==> config.mk <==
export PLATFORM = sky130hd
export DESIGN_NAME = max_byte_chunk_boundary_top_flat
export DESIGN_NICKNAME = d
export VERILOG_FILES = /design/src/rtl/mbcb_pkg.sv /design/src/rtl/mbcb_if.sv /design/src/rtl/mbcb_cfg_regs.sv /design/src/rtl/mbcb_core.sv /design/src/rtl/mbcb_result_fifo.sv /design/src/rtl/max_byte_chunk_boundary_top.sv /design/src/flat_wrapper.sv
export SDC_FILE = /design/constraint.sdc
export NUM_CORES = 1
export LEC_CHECK = 0
export BUFFER_PORTS_ARGS = -buffer_cell sky130_fd_sc_hd__buf_4
export CELL_PAD_IN_SITES_DETAIL_PLACEMENT = 1
export CELL_PAD_IN_SITES_GLOBAL_PLACEMENT = 1
export CORE_MARGIN = 2
export CORE_UTILIZATION = 55
export CTS_BUF_LIST = sky130_fd_sc_hd__clkbuf_16
export CTS_CLUSTER_DIAMETER = 120
export CTS_CLUSTER_SIZE = 10
export DETAILED_ROUTE_END_ITERATION = 8
export HOLD_SLACK_MARGIN = 0.03
export PLACE_DENSITY_LB_ADDON = 0.1
export SLEW_MARGIN = 25
export SYNTH_ARGS = -nofsm -noshare
export SYNTH_HDL_FRONTEND = slang
export SYNTH_HIERARCHICAL = 1
export SYNTH_SLANG_ARGS = --single-unit
export TNS_END_PERCENT = 20
==> constraint.sdc <==
create_clock -name clk -period 23.6 [get_ports clk]
set_input_delay 2.36 -clock clk [delete_from_list [all_inputs] [get_ports clk]]
set_output_delay 2.36 -clock clk [all_outputs]
set_load 0.03 [all_outputs]
==> src/rtl/mbcb_pkg.sv <==
package mbcb_pkg;

    localparam int BYTE_W      = 8;
    localparam int WIN_W       = 16;
    localparam int LEN_W       = 18;
    localparam int CFG_INDEX_W = 2;
    localparam int CFG_DATA_W  = 18;

    localparam int RESULT_DEPTH = 4;

    localparam logic [CFG_INDEX_W-1:0] REG_WINDOW_LENGTH    = 2'd0;
    localparam logic [CFG_INDEX_W-1:0] REG_MAX_CHUNK_LENGTH = 2'd1;

    localparam logic [WIN_W-1:0] WINDOW_LENGTH_RESET    = 16'd8192;
    localparam logic [LEN_W-1:0] MAX_CHUNK_LENGTH_RESET = 18'd33792;

    typedef struct packed {
        logic [WIN_W-1:0] window_length;
        logic [LEN_W-1:0] max_chunk_length;
    } cfg_regs_t;

    typedef struct packed {
        logic [LEN_W-1:0] chunk_length;
        logic             stream_final;
        logic             run_last;
    } out_item_t;

    typedef struct packed {
        logic [1:0] count;
        out_item_t  first;
        out_item_t  second;
    } result_push_t;

endpackage

==> src/rtl/mbcb_if.sv <==
interface mbcb_byte_if;
    logic                         valid;
    logic                         ready;
    logic [mbcb_pkg::BYTE_W-1:0] data_byte;
    logic                         end_of_data;

    modport source (output valid, data_byte, end_of_data, input ready);
    modport sink   (input valid, data_byte, end_of_data, output ready);
endinterface

interface mbcb_chunk_if;
    logic                        valid;
    logic                        ready;
    logic [mbcb_pkg::LEN_W-1:0] chunk_length;
    logic                        stream_final;
    logic                        run_last;

    modport source (output valid, chunk_length, stream_final, run_last, input ready);
    modport sink   (input valid, chunk_length, stream_final, run_last, output ready);
endinterface

interface mbcb_cfg_if;
    logic                              valid;
    logic                              ready;
    logic [mbcb_pkg::CFG_INDEX_W-1:0] index;
    logic [mbcb_pkg::CFG_DATA_W-1:0]  data;

    modport source (output valid, index, data, input ready);
    modport sink   (input valid, index, data, output ready);
endinterface

==> src/rtl/mbcb_cfg_regs.sv <==
module mbcb_cfg_regs (
    input  logic                clk,
    input  logic                rst_n,
    mbcb_cfg_if.sink            cfg,
    output mbcb_pkg::cfg_regs_t regs
);
    import mbcb_pkg::*;

    logic [WIN_W-1:0] window_length_reg;
    logic [WIN_W-1:0] window_length_next;
    logic [LEN_W-1:0] max_chunk_length_reg;
    logic [LEN_W-1:0] max_chunk_length_next;

    assign cfg.ready = 1'b1;

    always_comb
    begin
        window_length_next    = window_length_reg;
        max_chunk_length_next = max_chunk_length_reg;
        if (cfg.valid)
        begin
            case (cfg.index)
                REG_WINDOW_LENGTH:    window_length_next    = cfg.data[WIN_W-1:0];
                REG_MAX_CHUNK_LENGTH: max_chunk_length_next = cfg.data[LEN_W-1:0];
                default:              ;
            endcase
        end
    end

    always_ff @(posedge clk or negedge rst_n)
    begin
        if (!rst_n)
        begin
            window_length_reg    <= WINDOW_LENGTH_RESET;
            max_chunk_length_reg <= MAX_CHUNK_LENGTH_RESET;
        end
        else
        begin
            window_length_reg    <= window_length_next;
            max_chunk_length_reg <= max_chunk_length_next;
        end
    end

    assign regs.window_length    = window_length_reg;
    assign regs.max_chunk_length = max_chunk_length_reg;

endmodule

==> src/rtl/mbcb_core.sv <==
module mbcb_core (
    input  logic                   clk,
    input  logic                   rst_n,
    mbcb_byte_if.sink              byte_stream,
    input  mbcb_pkg::cfg_regs_t    regs,
    input  logic                   room,
    output mbcb_pkg::result_push_t push
);
    import mbcb_pkg::*;

    logic              item_valid_reg;
    logic              item_valid_next;
    logic [BYTE_W-1:0] data_reg;
    logic              eod_reg;
    logic [LEN_W-1:0]  position_reg;
    logic [LEN_W-1:0]  position_next;
    logic [BYTE_W-1:0] maximum_reg;
    logic [BYTE_W-1:0] maximum_next;

    logic              accept;
    logic              fire;
    logic [LEN_W-1:0]  win;
    logic [LEN_W-1:0]  cap;
    logic              cut_first;
    logic              cut_second;
    logic [LEN_W-1:0]  position_a;
    logic [BYTE_W-1:0] maximum_a;
    logic [BYTE_W-1:0] maximum_b;
    logic [LEN_W-1:0]  position_b;
    out_item_t         close_item;

    assign fire              = item_valid_reg && room;
    assign byte_stream.ready = !item_valid_reg || fire;
    assign accept            = byte_stream.valid && byte_stream.ready;

    always_comb
    begin
        win = (regs.window_length == '0) ? LEN_W'(1) : LEN_W'(regs.window_length);
        cap = (regs.max_chunk_length == '0) ? LEN_W'(1) : regs.max_chunk_length;

        cut_first = (position_reg >= cap) ||
                    (position_reg >= win && data_reg >= maximum_reg);
        position_a = cut_first ? '0 : position_reg;
        maximum_a  = cut_first ? '0 : maximum_reg;
        maximum_b  = (position_a < win && data_reg > maximum_a) ? data_reg : maximum_a;
        position_b = position_a + LEN_W'(1);
        cut_second = (position_b >= cap) || eod_reg;

        close_item.chunk_length = position_b;
        close_item.stream_final = eod_reg;
        close_item.run_last     = 1'b1;

        push.count  = 2'd0;
        push.first  = close_item;
        push.second = close_item;
        if (fire)
        begin
            push.count = {1'b0, cut_first} + {1'b0, cut_second};
            if (cut_first)
            begin
                push.first.chunk_length = position_reg;
                push.first.stream_final = 1'b0;
                push.first.run_last     = !cut_second;
            end
        end

        item_valid_next = accept ? 1'b1 : (fire ? 1'b0 : item_valid_reg);
        position_next   = position_reg;
        maximum_next    = maximum_reg;
        if (fire)
        begin
            position_next = cut_second ? '0 : position_b;
            maximum_next  = cut_second ? '0 : maximum_b;
        end
    end

    always_ff @(posedge clk or negedge rst_n)
    begin
        if (!rst_n)
        begin
            item_valid_reg <= 1'b0;
            position_reg   <= '0;
            maximum_reg    <= '0;
        end
        else
        begin
            item_valid_reg <= item_valid_next;
            position_reg   <= position_next;
            maximum_reg    <= maximum_next;
        end
    end

    always_ff @(posedge clk)
    begin
        if (accept)
        begin
            data_reg <= byte_stream.data_byte;
            eod_reg  <= byte_stream.end_of_data;
        end
    end

    a_push_needs_fire: assert property (@(posedge clk) disable iff (!rst_n)
        push.count != 2'd0 |-> fire)
        else $error("results pushed without a byte in process");

    a_two_results_order: assert property (@(posedge clk) disable iff (!rst_n)
        push.count == 2'd2 |-> !push.first.run_last && push.second.run_last &&
                               !push.first.stream_final)
        else $error("bad run_last or stream_final on a pair of results");

    a_end_clears_state: assert property (@(posedge clk) disable iff (!rst_n)
        fire && eod_reg |=> position_reg == '0 && maximum_reg == '0)
        else $error("state not cleared after end of stream");

    a_end_pushes: assert property (@(posedge clk) disable iff (!rst_n)
        fire && eod_reg |-> push.count != 2'd0)
        else $error("final byte closed no chunk");

endmodule

==> src/rtl/mbcb_result_fifo.sv <==
module mbcb_result_fifo #(
    parameter int DEPTH = mbcb_pkg::RESULT_DEPTH
) (
    input  logic                   clk,
    input  logic                   rst_n,
    input  mbcb_pkg::result_push_t push,
    output logic                   room,
    mbcb_chunk_if.source           chunks
);
    import mbcb_pkg::*;

    localparam int AW = (DEPTH > 1) ? $clog2(DEPTH) : 1;
    localparam int CW = $clog2(DEPTH + 1);

    out_item_t       mem [DEPTH];
    logic [AW-1:0]   wr_ptr_reg;
    logic [AW-1:0]   wr_ptr_next;
    logic [AW-1:0]   wr_ptr_plus1;
    logic [AW-1:0]   wr_ptr_plus2;
    logic [AW-1:0]   rd_ptr_reg;
    logic [AW-1:0]   rd_ptr_next;
    logic [CW-1:0]   count_reg;
    logic [CW-1:0]   count_next;
    logic            pop;
    out_item_t       head;

    assign room = count_reg <= CW'(DEPTH - 2);
    assign pop  = chunks.valid && chunks.ready;

    always_comb
    begin
        wr_ptr_plus1 = (wr_ptr_reg == AW'(DEPTH - 1)) ? '0 : wr_ptr_reg + AW'(1);
        wr_ptr_plus2 = (wr_ptr_plus1 == AW'(DEPTH - 1)) ? '0 : wr_ptr_plus1 + AW'(1);
        case (push.count)
            2'd1:    wr_ptr_next = wr_ptr_plus1;
            2'd2:    wr_ptr_next = wr_ptr_plus2;
            default: wr_ptr_next = wr_ptr_reg;
        endcase
        rd_ptr_next = rd_ptr_reg;
        if (pop)
        begin
            rd_ptr_next = (rd_ptr_reg == AW'(DEPTH - 1)) ? '0 : rd_ptr_reg + AW'(1);
        end
        count_next = count_reg + CW'(push.count) - CW'(pop);
    end

    always_ff @(posedge clk or negedge rst_n)
    begin
        if (!rst_n)
        begin
            wr_ptr_reg <= '0;
            rd_ptr_reg <= '0;
            count_reg  <= '0;
        end
        else
        begin
            wr_ptr_reg <= wr_ptr_next;
            rd_ptr_reg <= rd_ptr_next;
            count_reg  <= count_next;
        end
    end

    always_ff @(posedge clk)
    begin
        if (push.count != 2'd0)
        begin
            mem[wr_ptr_reg] <= push.first;
        end
        if (push.count == 2'd2)
        begin
            mem[wr_ptr_plus1] <= push.second;
        end
    end

    assign head                = mem[rd_ptr_reg];
    assign chunks.valid        = count_reg != '0;
    assign chunks.chunk_length = head.chunk_length;
    assign chunks.stream_final = head.stream_final;
    assign chunks.run_last     = head.run_last;

    a_no_overflow: assert property (@(posedge clk) disable iff (!rst_n)
        count_reg <= CW'(DEPTH))
        else $error("result queue overflow");

    a_push_with_room: assert property (@(posedge clk) disable iff (!rst_n)
        push.count != 2'd0 |-> room)
        else $error("results pushed without room");

    a_count_tracks: assert property (@(posedge clk) disable iff (!rst_n)
        ##1 count_reg == $past(count_reg) + CW'($past(push.count)) - CW'($past(pop)))
        else $error("queue count out of step with beats");

endmodule

==> src/rtl/max_byte_chunk_boundary_top.sv <==
// Channel      Dir   Beat contents
// byte_stream  in    data_byte[7:0], end_of_data
// chunks       out   chunk_length[17:0], stream_final, run_last
// cfg          in    index[1:0] (0 window_length, 1 max_chunk_length), data[17:0]
//
// One byte enters per cycle unless stalled; its chunk closes are pushed from a register.
// A byte closing two chunks pushes two beats; the queue drains one per cycle while ready.
// byte_stream stalls only while the queue has fewer than two free entries.
// Reset clears chunk position and window maximum and loads the register defaults.
// cfg is always ready; write it only while no byte is in flight.
module max_byte_chunk_boundary_top #(
    parameter int RESULT_DEPTH = mbcb_pkg::RESULT_DEPTH
) (
    input  logic         clk,
    input  logic         rst_n,
    mbcb_byte_if.sink    byte_stream,
    mbcb_chunk_if.source chunks,
    mbcb_cfg_if.sink     cfg
);
    import mbcb_pkg::*;

    cfg_regs_t    regs;
    result_push_t push;
    logic         room;

    mbcb_cfg_regs u_cfg_regs (
        .clk   (clk),
        .rst_n (rst_n),
        .cfg   (cfg),
        .regs  (regs)
    );

    mbcb_core u_core (
        .clk         (clk),
        .rst_n       (rst_n),
        .byte_stream (byte_stream),
        .regs        (regs),
        .room        (room),
        .push        (push)
    );

    mbcb_result_fifo #(
        .DEPTH (RESULT_DEPTH)
    ) u_result_fifo (
        .clk    (clk),
        .rst_n  (rst_n),
        .push   (push),
        .room   (room),
        .chunks (chunks)
    );

endmodule
==> src/flat_wrapper.sv <==
// flat-port wrapper written by rule: the top's interface ports become plain ports
module max_byte_chunk_boundary_top_flat import mbcb_pkg::*;
#(
    parameter int RESULT_DEPTH = mbcb_pkg::RESULT_DEPTH
)
  (clk, rst_n, byte_stream_valid, byte_stream_data_byte, byte_stream_end_of_data, byte_stream_ready, chunks_valid, chunks_chunk_length, chunks_stream_final, chunks_run_last, chunks_ready, cfg_valid, cfg_index, cfg_data, cfg_ready);
  mbcb_byte_if byte_stream_i ();
  mbcb_chunk_if chunks_i ();
  mbcb_cfg_if cfg_i ();
  input  logic clk;
  input  logic rst_n;
  input wire logic [$bits(byte_stream_i.valid)-1:0] byte_stream_valid;
  input wire logic [$bits(byte_stream_i.data_byte)-1:0] byte_stream_data_byte;
  input wire logic [$bits(byte_stream_i.end_of_data)-1:0] byte_stream_end_of_data;
  output wire logic [$bits(byte_stream_i.ready)-1:0] byte_stream_ready;
  output wire logic [$bits(chunks_i.valid)-1:0] chunks_valid;
  output wire logic [$bits(chunks_i.chunk_length)-1:0] chunks_chunk_length;
  output wire logic [$bits(chunks_i.stream_final)-1:0] chunks_stream_final;
  output wire logic [$bits(chunks_i.run_last)-1:0] chunks_run_last;
  input wire logic [$bits(chunks_i.ready)-1:0] chunks_ready;
  input wire logic [$bits(cfg_i.valid)-1:0] cfg_valid;
  input wire logic [$bits(cfg_i.index)-1:0] cfg_index;
  input wire logic [$bits(cfg_i.data)-1:0] cfg_data;
  output wire logic [$bits(cfg_i.ready)-1:0] cfg_ready;
  assign byte_stream_i.valid = byte_stream_valid;
  assign byte_stream_i.data_byte = byte_stream_data_byte;
  assign byte_stream_i.end_of_data = byte_stream_end_of_data;
  assign byte_stream_ready = byte_stream_i.ready;
  assign chunks_valid = chunks_i.valid;
  assign chunks_chunk_length = chunks_i.chunk_length;
  assign chunks_stream_final = chunks_i.stream_final;
  assign chunks_run_last = chunks_i.run_last;
  assign chunks_i.ready = chunks_ready;
  assign cfg_i.valid = cfg_valid;
  assign cfg_i.index = cfg_index;
  assign cfg_i.data = cfg_data;
  assign cfg_ready = cfg_i.ready;
  max_byte_chunk_boundary_top #(.RESULT_DEPTH(RESULT_DEPTH)) u_core (.clk(clk), .rst_n(rst_n), .byte_stream(byte_stream_i), .chunks(chunks_i), .cfg(cfg_i));
endmodule
==> results.json, run 1 <==
{
  "vdd_drop_max_v": 0.0000863,
  "synthMuxAreaShare": 0.190,
  "ioPinCount": 57,
  "outcome": "completed",
  "power.leakage_nw": 4.76,
  "finalWirelength_mm": 27.4,
  "core-area_mm2": 0.0179,
  "finalCriticalPeriod_ns": 9.51,
  "synth-xor-area-share": 0.00963,
  "start_util": 0.559,
  "synth_edf_count": 89,
  "synth_top_area_cell": "edfxtp_1",
  "h-tree-depth": 4,
  "async_reset_ff_frac": 0.433,
  "grt_pass1_wl_mm": 43.7,
  "routedWlPerCell_um": 24.1,
  "grt_setup_unrepaired": "false",
  "fin_ws_ns": 14.09,
  "synth_simple_gate_area_share": 0.0939,
  "synth_top_area_frac": 0.267,
  "cts_tree": "yes",
  "netlist_instances": 847,
  "grt_usage": 0.293,
  "finalSetupTns_ns": 0,
  "synth_area_per_cell_um2": 11.8,
  "dr.pass1.iters": 5,
  "gp_congestion": 0.907,
  "drc_errors": 0,
  "min_path_type": "reg2reg",
  "drtAntennaViolNets": 0,
  "crit_path_top_delay_cell": "nand2_1",
  "grt_max_degree": 69,
  "critPathKind": "reg2reg",
  "antenna_found_initial": 0,
  "drive_gt1_frac": 0.277,
  "cts-root-buf": "clkbuf_16",
  "numCtsBuffers": 17,
  "cp-end-kind": "register",
  "fin_hold_ws_ns": 0.507,
  "synth_fa_ha_area_frac": 0.126,
  "largest_reg_flops": 80,
  "num_rows": 49,
  "final_area_mm2": 0.0112,
  "fmax_ghz": 0.105,
  "finalCritPeriodShare": 0.403,
  "clock_path_buffers": 2,
  "clk_pin_slew_ns": 0.07,
  "areaGrowthSynthToFinish_pct": 11.6,
  "netlist_area_mm2": 0.0100,
  "synth_seq_cells": 157,
  "seq_area_frac_synth": 0.437,
  "drv_slew": 0,
  "postCtsHoldBufs": 0,
  "maxCapViolations": 0,
  "port-buffer-count": 55,
  "synth_compound_area_frac": 0.0939,
  "fin_nets": 1027,
  "drt_iter0_drc": 486,
  "slew-limit-headroom": 0.305,
  "power_density_mw_per_mm2": 95.1,
  "grt-ovfl-total": 0,
  "clock_skew_ns": 0.0108,
  "via_per_inst": 6.27,
  "cp_max_fo": 23,
  "synth.most_common_cell": "mux2_2",
  "fp.dieW_um": 139,
  "synthTopCellsByArea": "edfxtp_1 (27%), dfrtp_1 (16%), mux2_2 (13%)",
  "ys_types": 64,
  "path_buf_inv": 2,
  "ctsResizeCount": 0,
  "synth.net_count": 981,
  "nFillCells": 1856,
  "clock-sinks": 157,
  "hpwl_mm": 20.2,
  "worst_slew_pin_slew_ns": 1.04,
  "grt_pass1_vias": 7703,
  "arrival_ns": 9.57,
  "die_h_um": 139,
  "insertedDiodeCount": 0,
  "clock_latency_ns": 0.43,
  "setup_viol": 0,
  "hold_violations": 0,
  "synth_common_cells": "mux2_2 (117), ha_1 (99), edfxtp_1 (89)",
  "post_cts_buffers": 0,
  "worstPathRequired_ns": 23.65,
  "placed_area_mm2": 0.0106,
  "synth_top_family_by_area": "multiplexers",
  "slowest_delay_ns": 0.68,
  "fin_cells": 1135,
  "dpl_worst_slack_ns": 14.10,
  "synthFlopType": "edfxtp_1",
  "die_area_mm2": 0.0193,
  "critPathTopFamily": "simple AND/OR/NAND/NOR gates",
  "crit_top_cell": "ha_1",
  "ys_warn_count": 6,
  "startpoint_type": "register",
  "place_inst": 1103,
  "dr_total_vias": 7117
}
## power by group
part           internal, mW  switching, mW  total, mW
Combinational         0.166          0.238      0.404
Clock                 0.149          0.125      0.274
Sequential            0.342         0.0422      0.385
## layout make-up
class / instances / area [um2] / share of cell area
timing repair buffer: 60 / 450 / 0.0403
multi-input combinational: 581 / 5190 / 0.465
clock buffer: 17 / 425 / 0.0381
inverter: 76 / 285 / 0.0255
sequential: 157 / 4380 / 0.392
clock inverter: 15 / 155 / 0.0139
tap: 229 / 287 / 0.0256
## worst register-to-register path: cells and delay by family, from the launching register on
| kind | cells | cell delay, ns |
|---|---|---|
| simple gates | 15 | 4.31 |
| flops | 1 | 0.40 |
| fa+ha+maj | 5 | 1.38 |
| buf+inv | 2 | 0.40 |
| compound gates | 8 | 2.66 |
## cell families after synthesis
kind of cell	count (synthesis)
DFF	157
AOI/OAI and AO/OA	140
xor gates and xnor gates	11
muxes	150
buffers and inverters	109
adders and majority gates	100
other	2
and+or+nand+nor	178
## cells in the final DEF (no fill, tap or decap), types with 4 or more instances in the layout
master	instances
mux2_2	117
ha_1	99
edfxtp_1	89
inv_1	76
dfrtp_1	65
buf_4	60
a21oi_1	47
nand2_1	47
nor2_1	34
nand3_1	20
mux4_2	20
o21ai_0	18
clkbuf_16	17
o22ai_1	17
nor3_1	13
mux2i_1	13
nand4_1	11
a21o_1	11
a22o_1	11
and2_1	10
nor4_1	9
xnor2_1	8
nand2b_1	7
and3_1	7
a211oi_1	6
inv_6	5
clkinvlp_4	4
o21a_1	4
o21ai_4	4
## per-stage QoR
| step | total power, mW | utilization |
|---|---|---|
| after floorplan | 0.652 | - |
| after global placement | 0.760 | 0.590 |
| after detailed placement | 0.788 | 0.590 |
| after CTS | 1.07 | 0.622 |
| after global routing | 1.12 | 0.624 |
| final | 1.06 | 0.624 |
## per-layer routing
metal,wire length [um],global-route usage
met3,1120,0.0425
met2,13800,0.506
met5,0,0
met4,911,0.119
met1,11600,0.372
## path summary, 6_finish.rpt
kind                            slack [ns]  depth (start not counted)                                       from                                      to
min in group asynchronous             2.05                          1                                      rst_n      u_core/u_result_fifo/rd_ptr_reg[1]
worst max register to register       14.09                         30  u_core/u_cfg_regs/max_chunk_length_reg[6]         u_core/u_result_fifo/mem[1][18]
worst min register to register        0.51                          1     u_core/u_cfg_regs/window_length_reg[0]  u_core/u_cfg_regs/window_length_reg[0]
worst max-delay path                 14.09                         30  u_core/u_cfg_regs/max_chunk_length_reg[6]         u_core/u_result_fifo/mem[1][18]
max in group asynchronous            20.93                          1                                      rst_n  u_core/u_cfg_regs/window_length_reg[0]
worst min-delay path                  0.51                          1     u_core/u_cfg_regs/window_length_reg[0]  u_core/u_cfg_regs/window_length_reg[0]
Power figures use the tool's default switching activity.
==> run 2: changes to the inputs <==
--- a/config.mk
+++ b/config.mk
@@ -9,7 +9,7 @@
 export CELL_PAD_IN_SITES_DETAIL_PLACEMENT = 1
 export CELL_PAD_IN_SITES_GLOBAL_PLACEMENT = 1
 export CORE_MARGIN = 2
-export CORE_UTILIZATION = 55
+export CORE_UTILIZATION = 46
 export CTS_BUF_LIST = sky130_fd_sc_hd__clkbuf_16
 export CTS_CLUSTER_DIAMETER = 120
 export CTS_CLUSTER_SIZE = 10
==> constraint.sdc (replaced) <==
create_clock -name clk -period 7.6 [get_ports clk]
set_input_delay 0.76 -clock clk [delete_from_list [all_inputs] [get_ports clk]]
set_output_delay 0.76 -clock clk [all_outputs]
set_load 0.03 [all_outputs]
==> results.json, run 2 (synthesized netlist as in run 1, its figures left out) <==
{
  "layout_common_cells": "mux2_2 (117), ha_1 (96), edfxtp_1 (89)",
  "cts-root-buf": "clkbuf_16",
  "finalPower_mw": 3.45,
  "layout_commonest_cell": "mux2_2",
  "power_density_mw_per_mm2": 297,
  "cts_tree": "yes",
  "numCtsBuffers": 17,
  "num_rows": 53,
  "cp-end-kind": "register",
  "clock_path_buffers": 2,
  "antenna_found_initial": 0,
  "crit_path_top_delay_cell": "or4_1",
  "h-tree-depth": 4,
  "die_area_mm2": 0.0230,
  "largest_reg_flops": 80,
  "cp.depth": 29,
  "grt-busiest-layer": "met2",
  "arrival_ns": 7.22,
  "die_h_um": 152,
  "gp_congestion": 0.896,
  "drc_errors": 0,
  "fin_ws_ns": 0.450,
  "critPathKind": "reg2reg",
  "finalCritPeriodShare": 0.941,
  "grt_max_degree": 69,
  "rrSetupSlack_ns": 0.45,
  "min_path_type": "in2async",
  "finalWirelength_mm": 28.6,
  "dr.pass1.iters": 4,
  "path_buf_inv": 1,
  "worstReg2RegStart": "u_core/u_cfg_regs/max_chunk_length_reg[6]",
  "areaGrowthSynthToFinish_pct": 16.3,
  "via_per_inst": 5.96,
  "start_util": 0.472,
  "ioPinCount": 57,
  "clock_skew_ns": 0.00780,
  "worstPathRequired_ns": 7.67,
  "core-area_mm2": 0.0212,
  "startpoint_type": "register",
  "maxCapViolations": 0,
  "clock-sinks": 157,
  "nFillCells": 2216,
  "place_inst": 1171,
  "routedWlPerCell_um": 23.7,
  "clock_latency_ns": 0.43,
  "finalSetupTns_ns": 0,
  "grt_pass1_wl_mm": 44.4,
  "regToRegEndpoint": "u_core/u_result_fifo/mem[0][15]",
  "met3_usage": 0.0335,
  "cp_max_fo": 10,
  "met2_usage": 0.438,
  "power.leakage_nw": 4.96,
  "hpwl_mm": 20.3,
  "grt-ovfl-total": 0,
  "clk_pin_slew_ns": 0.07,
  "slew-limit-headroom": 0.313,
  "insertedDiodeCount": 0,
  "critPathTopFamily": "simple AND/OR/NAND/NOR gates",
  "drive_gt1_frac": 0.309,
  "port-buffer-count": 55,
  "drtAntennaViolNets": 0,
  "drt_iter0_drc": 364,
  "slowest_delay_ns": 0.58,
  "dr_total_vias": 7196,
  "finalCriticalPeriod_ns": 7.15,
  "hold_violations": 0,
  "grt_setup_unrepaired": "false",
  "fmax_ghz": 0.140,
  "vdd_drop_max_v": 0.000161,
  "grt_pass1_vias": 7960,
  "grt_util_met1": 0.334,
  "dpl_worst_slack_ns": -0.0883,
  "r2r_cells": 29,
  "drv_slew": 0,
  "fin_nets": 1054,
  "fin_cells": 1208,
  "worst_slew_pin_slew_ns": 1.03,
  "setup_viol": 0,
  "postCtsHoldBufs": 0,
  "grt_usage": 0.257,
  "fp.dieW_um": 152,
  "outcome": "completed",
  "crit_top_cell": "ha_1"
}
run 2: cell count changes in the layout (fill, tap and decap cells not counted), sizes merged:
cell | previous run | this run
buf | 60 | 83
bufinv | 1 | 4
clkinvlp | 4 | 1
o21ai | 23 | 27
run 2: timing repair:
item	CTS	global route
gates resized for setup	4	11
endpoints found under the setup margin	80	162
pin swaps	1	6
setup buffers	0	1
cloned	0	4
run 2: worst max path at each step:
stage	startpoint	to	slack [ns]
after global placement	u_core/u_cfg_regs/max_chunk_length_reg[6]	u_core/u_result_fifo/mem[1][13]	0.17
after floorplan	u_core/u_cfg_regs/max_chunk_length_reg[6]	u_core/u_result_fifo/mem[3][0]	0.001
after detailed placement	u_core/u_cfg_regs/max_chunk_length_reg[6]	u_core/u_result_fifo/mem[0][15]	-0.09
after global routing	u_core/u_cfg_regs/max_chunk_length_reg[6]	u_core/u_result_fifo/mem[0][1]	0.006
after CTS	u_core/u_cfg_regs/max_chunk_length_reg[6]	u_core/u_result_fifo/mem[0][11]	0.05
final	u_core/u_cfg_regs/max_chunk_length_reg[6]	u_core/u_result_fifo/mem[0][15]	0.45
run 2: worst reg2reg max path: cells and delay by family (launching register included):
family | cells | cell delay [ns]
simple gates | 15 | 3.08
fa+ha+maj | 5 | 1.27
compound gates | 8 | 1.92
buf+inv | 1 | 0.08
flops | 1 | 0.42
run 2: final cells by class:
| cell class | count | area, um2 | area share |
|---|---|---|---|
| Clock buffer | 17 | 425 | 0.0366 |
| Clock inverter | 15 | 226 | 0.0195 |
| Inverter | 76 | 285 | 0.0245 |
| Multi-Input combinational cell | 585 | 5300 | 0.456 |
| Sequential cell | 157 | 4380 | 0.376 |
| Tap cell | 275 | 344 | 0.0296 |
| Timing Repair Buffer | 83 | 673 | 0.0578 |
run 2: power by group:
part	internal, mW	switching, mW	total [mW]
logic	0.533	0.758	1.29
clock network	0.565	0.399	0.964
registers	1.06	0.133	1.20
run 2: metal layers:
layer	vias up	part of all wire
met5	-	0
met4	0	0.038
met3	50	0.034
met2	171	0.50
met1	3668	0.43
li1	3307	-
run 2: per-stage QoR:
stage	hold WS, ns	instance area (um2)	utilization
after floorplan	0.464	10100	-
after global placement	0.489	10900	0.512
after detailed placement	0.509	10900	0.512
after global routing	0.480	11600	0.548
after CTS	0.486	11500	0.544
final	0.441	11600	0.548
==> run 3: changes to the inputs <==
--- a/config.mk
+++ b/config.mk
@@ -9,7 +9,7 @@
 export CELL_PAD_IN_SITES_DETAIL_PLACEMENT = 1
 export CELL_PAD_IN_SITES_GLOBAL_PLACEMENT = 1
 export CORE_MARGIN = 2
-export CORE_UTILIZATION = 46
+export CORE_UTILIZATION = 51
 export CTS_BUF_LIST = sky130_fd_sc_hd__clkbuf_16
 export CTS_CLUSTER_DIAMETER = 120
 export CTS_CLUSTER_SIZE = 10
==> constraint.sdc (replaced) <==
create_clock -name clk -period 7.7 [get_ports clk]
set_input_delay 0.77 -clock clk [delete_from_list [all_inputs] [get_ports clk]]
set_output_delay 0.77 -clock clk [all_outputs]
set_load 0.03 [all_outputs]
==> results.json, run 3 (synthesized netlist as in run 1, its figures left out) <==
{
  "worst_slew_pin_slew_ns": 1.06,
  "cp-end-kind": "register",
  "h-tree-depth": 4,
  "largest_reg_flops": 80,
  "gp_congestion": 0.933,
  "hold_violations": 0,
  "grt_pass1_vias": 7884,
  "min_path_type": "in2async",
  "cts_tree": "yes",
  "critPathKind": "reg2reg",
  "setup_viol": 0,
  "p_int_mw": 2.10,
  "layout_commonest_cell": "mux2_2",
  "drive_gt1_frac": 0.314,
  "postCtsHoldBufs": 0,
  "fmax_ghz": 0.137,
  "ioPinCount": 57,
  "outcome": "completed",
  "slew-limit-headroom": 0.291,
  "drv_slew": 0,
  "clock_latency_ns": 0.44,
  "power_switching_mw": 1.25,
  "maxCapViolations": 0,
  "crit_path_top_delay_cell": "o41a_1",
  "fin_nets": 1057,
  "clk_pin_slew_ns": 0.07,
  "finalCriticalPeriod_ns": 7.29,
  "path_buf_inv": 2,
  "die_area_mm2": 0.0208,
  "finalCritPeriodShare": 0.947,
  "rrSetupSlack_ns": 0.41,
  "finalWirelength_mm": 27.6,
  "clock_skew_ns": 0.0112,
  "grt_setup_unrepaired": "false",
  "numCtsBuffers": 17,
  "critPathTopFamily": "compound AO/OA/AOI/OAI gates",
  "cts-root-buf": "clkbuf_16",
  "grt_max_degree": 69,
  "grt_pass1_wl_mm": 43.6,
  "grt-ovfl-total": 0,
  "power_switching_share": 0.372,
  "routedWlPerCell_um": 23.0,
  "clock_path_buffers": 2,
  "hpwl_mm": 20.1,
  "layout_common_cells": "mux2_2 (117), ha_1 (97), edfxtp_1 (89)",
  "clock-sinks": 157,
  "power_frac_comb": 0.375,
  "arrival_ns": 7.43,
  "dpl_worst_slack_ns": 0.108,
  "clockPowerShare": 0.273,
  "startpoint_type": "register",
  "area.sequential_mm2": 0.00438,
  "drtAntennaViolNets": 0,
  "core-area_mm2": 0.0193,
  "drt_iter0_drc": 412,
  "power.leakage_nw": 4.97,
  "fp.dieW_um": 144,
  "final_area_mm2": 0.0116,
  "areaGrowthSynthToFinish_pct": 16.0,
  "nFillCells": 2002,
  "vdd_drop_max_v": 0.000171,
  "pwr-share-seq": 0.352,
  "grt_usage": 0.282,
  "die_h_um": 144,
  "insertedDiodeCount": 0,
  "dr_total_vias": 7156,
  "num_rows": 51,
  "worstPathRequired_ns": 7.84,
  "dr.pass1.iters": 4,
  "port-buffer-count": 55,
  "start_util": 0.518,
  "cp_max_fo": 16,
  "fin_ws_ns": 0.411,
  "via_per_inst": 5.96,
  "slowest_delay_ns": 0.45,
  "drc_errors": 0,
  "crit_top_cell": "ha_1",
  "antenna_found_initial": 0,
  "multi_input_area_mm2": 0.00523,
  "placed_area_mm2": 0.0109,
  "power_density_mw_per_mm2": 288
}
-- run 3: cell count changes in the layout (fill, tap and decap cells not counted), moves of 2 or more --
cell     change
nand2_2      +2
nand2_1      -2
buf_12       +3
o21ai_2      +4
nor4_2       +2
o21ai_4      -8
nor4_1       -2
ha_2         -2
buf_4        +4
-- run 3: per-stage QoR --
stage	power [mW]	hold slack (ns)	util	setup TNS, ns	instances
3_3_place_gp	2.36	0.489	0.564	0	1168
4_1_cts	3.36	0.487	0.597	0	1200
2_1_floorplan	2.00	0.468	-	-7.57	847
5_1_grt	3.54	0.480	0.601	0	1201
3_5_place_dp	2.44	0.492	0.564	0	1168
6_report	3.35	0.451	0.601	0	1201
-- run 3: final timing paths --
path | startpoint | to | cells after the start
setup / recovery | u_core/u_cfg_regs/max_chunk_length_reg[6] | u_core/u_result_fifo/mem[0][13] | 28
hold reg to reg | u_core/u_core/data_reg[0] | u_core/u_core/maximum_reg[0] | 1
max in group asynchronous | rst_n | u_core/u_cfg_regs/window_length_reg[11] | 1
setup reg to reg | u_core/u_cfg_regs/max_chunk_length_reg[6] | u_core/u_result_fifo/mem[0][13] | 28
hold / removal | rst_n | u_core/u_result_fifo/rd_ptr_reg[1] | 1
min in group clk | byte_stream_data_byte[2] | u_core/u_core/data_reg[2] | 1
-- run 3: layer usage --
| metal | part of all wire | GRT usage |
|---|---|---|
| met5 | 0 | 0 |
| met3 | 0.032 | 0.0421 |
| met2 | 0.51 | 0.497 |
| met4 | 0.032 | 0.109 |
| met1 | 0.43 | 0.349 |
-- run 3: repair_timing --
item	4_1_cts	5_1_grt
hold endpoints to repair	0	0
setup buffers	0	0
resized for setup	0	15
endpoints found under the setup margin	0	164
-- run 3: cell type report --
cell class | count | share of cell area
multi-input cells | 581 | 0.450
flip-flops and latches | 157 | 0.377
repair buffers | 90 | 0.0657
clock buffers | 17 | 0.0366
well taps | 265 | 0.0285
inverters | 76 | 0.0246
clock inverters | 15 | 0.0176
-- run 3: worst reg2reg max path, delay by kind of cell, from the launching register on --
family | cells | cell delay (ns)
fa+ha+maj | 5 | 1.33
compound gates | 8 | 2.58
buf+inv | 2 | 0.32
flops | 1 | 0.43
simple gates | 13 | 2.30
-- run 3: power by group through the flow --
stage	Sequential (mW)	Clock, mW	Combinational (mW)
after floorplan	1.13	0	0.872
after global placement	1.18	0	1.18
after detailed placement	1.19	0	1.24
after CTS	1.18	0.928	1.26
after global routing	1.20	0.960	1.38
final	1.18	0.915	1.26
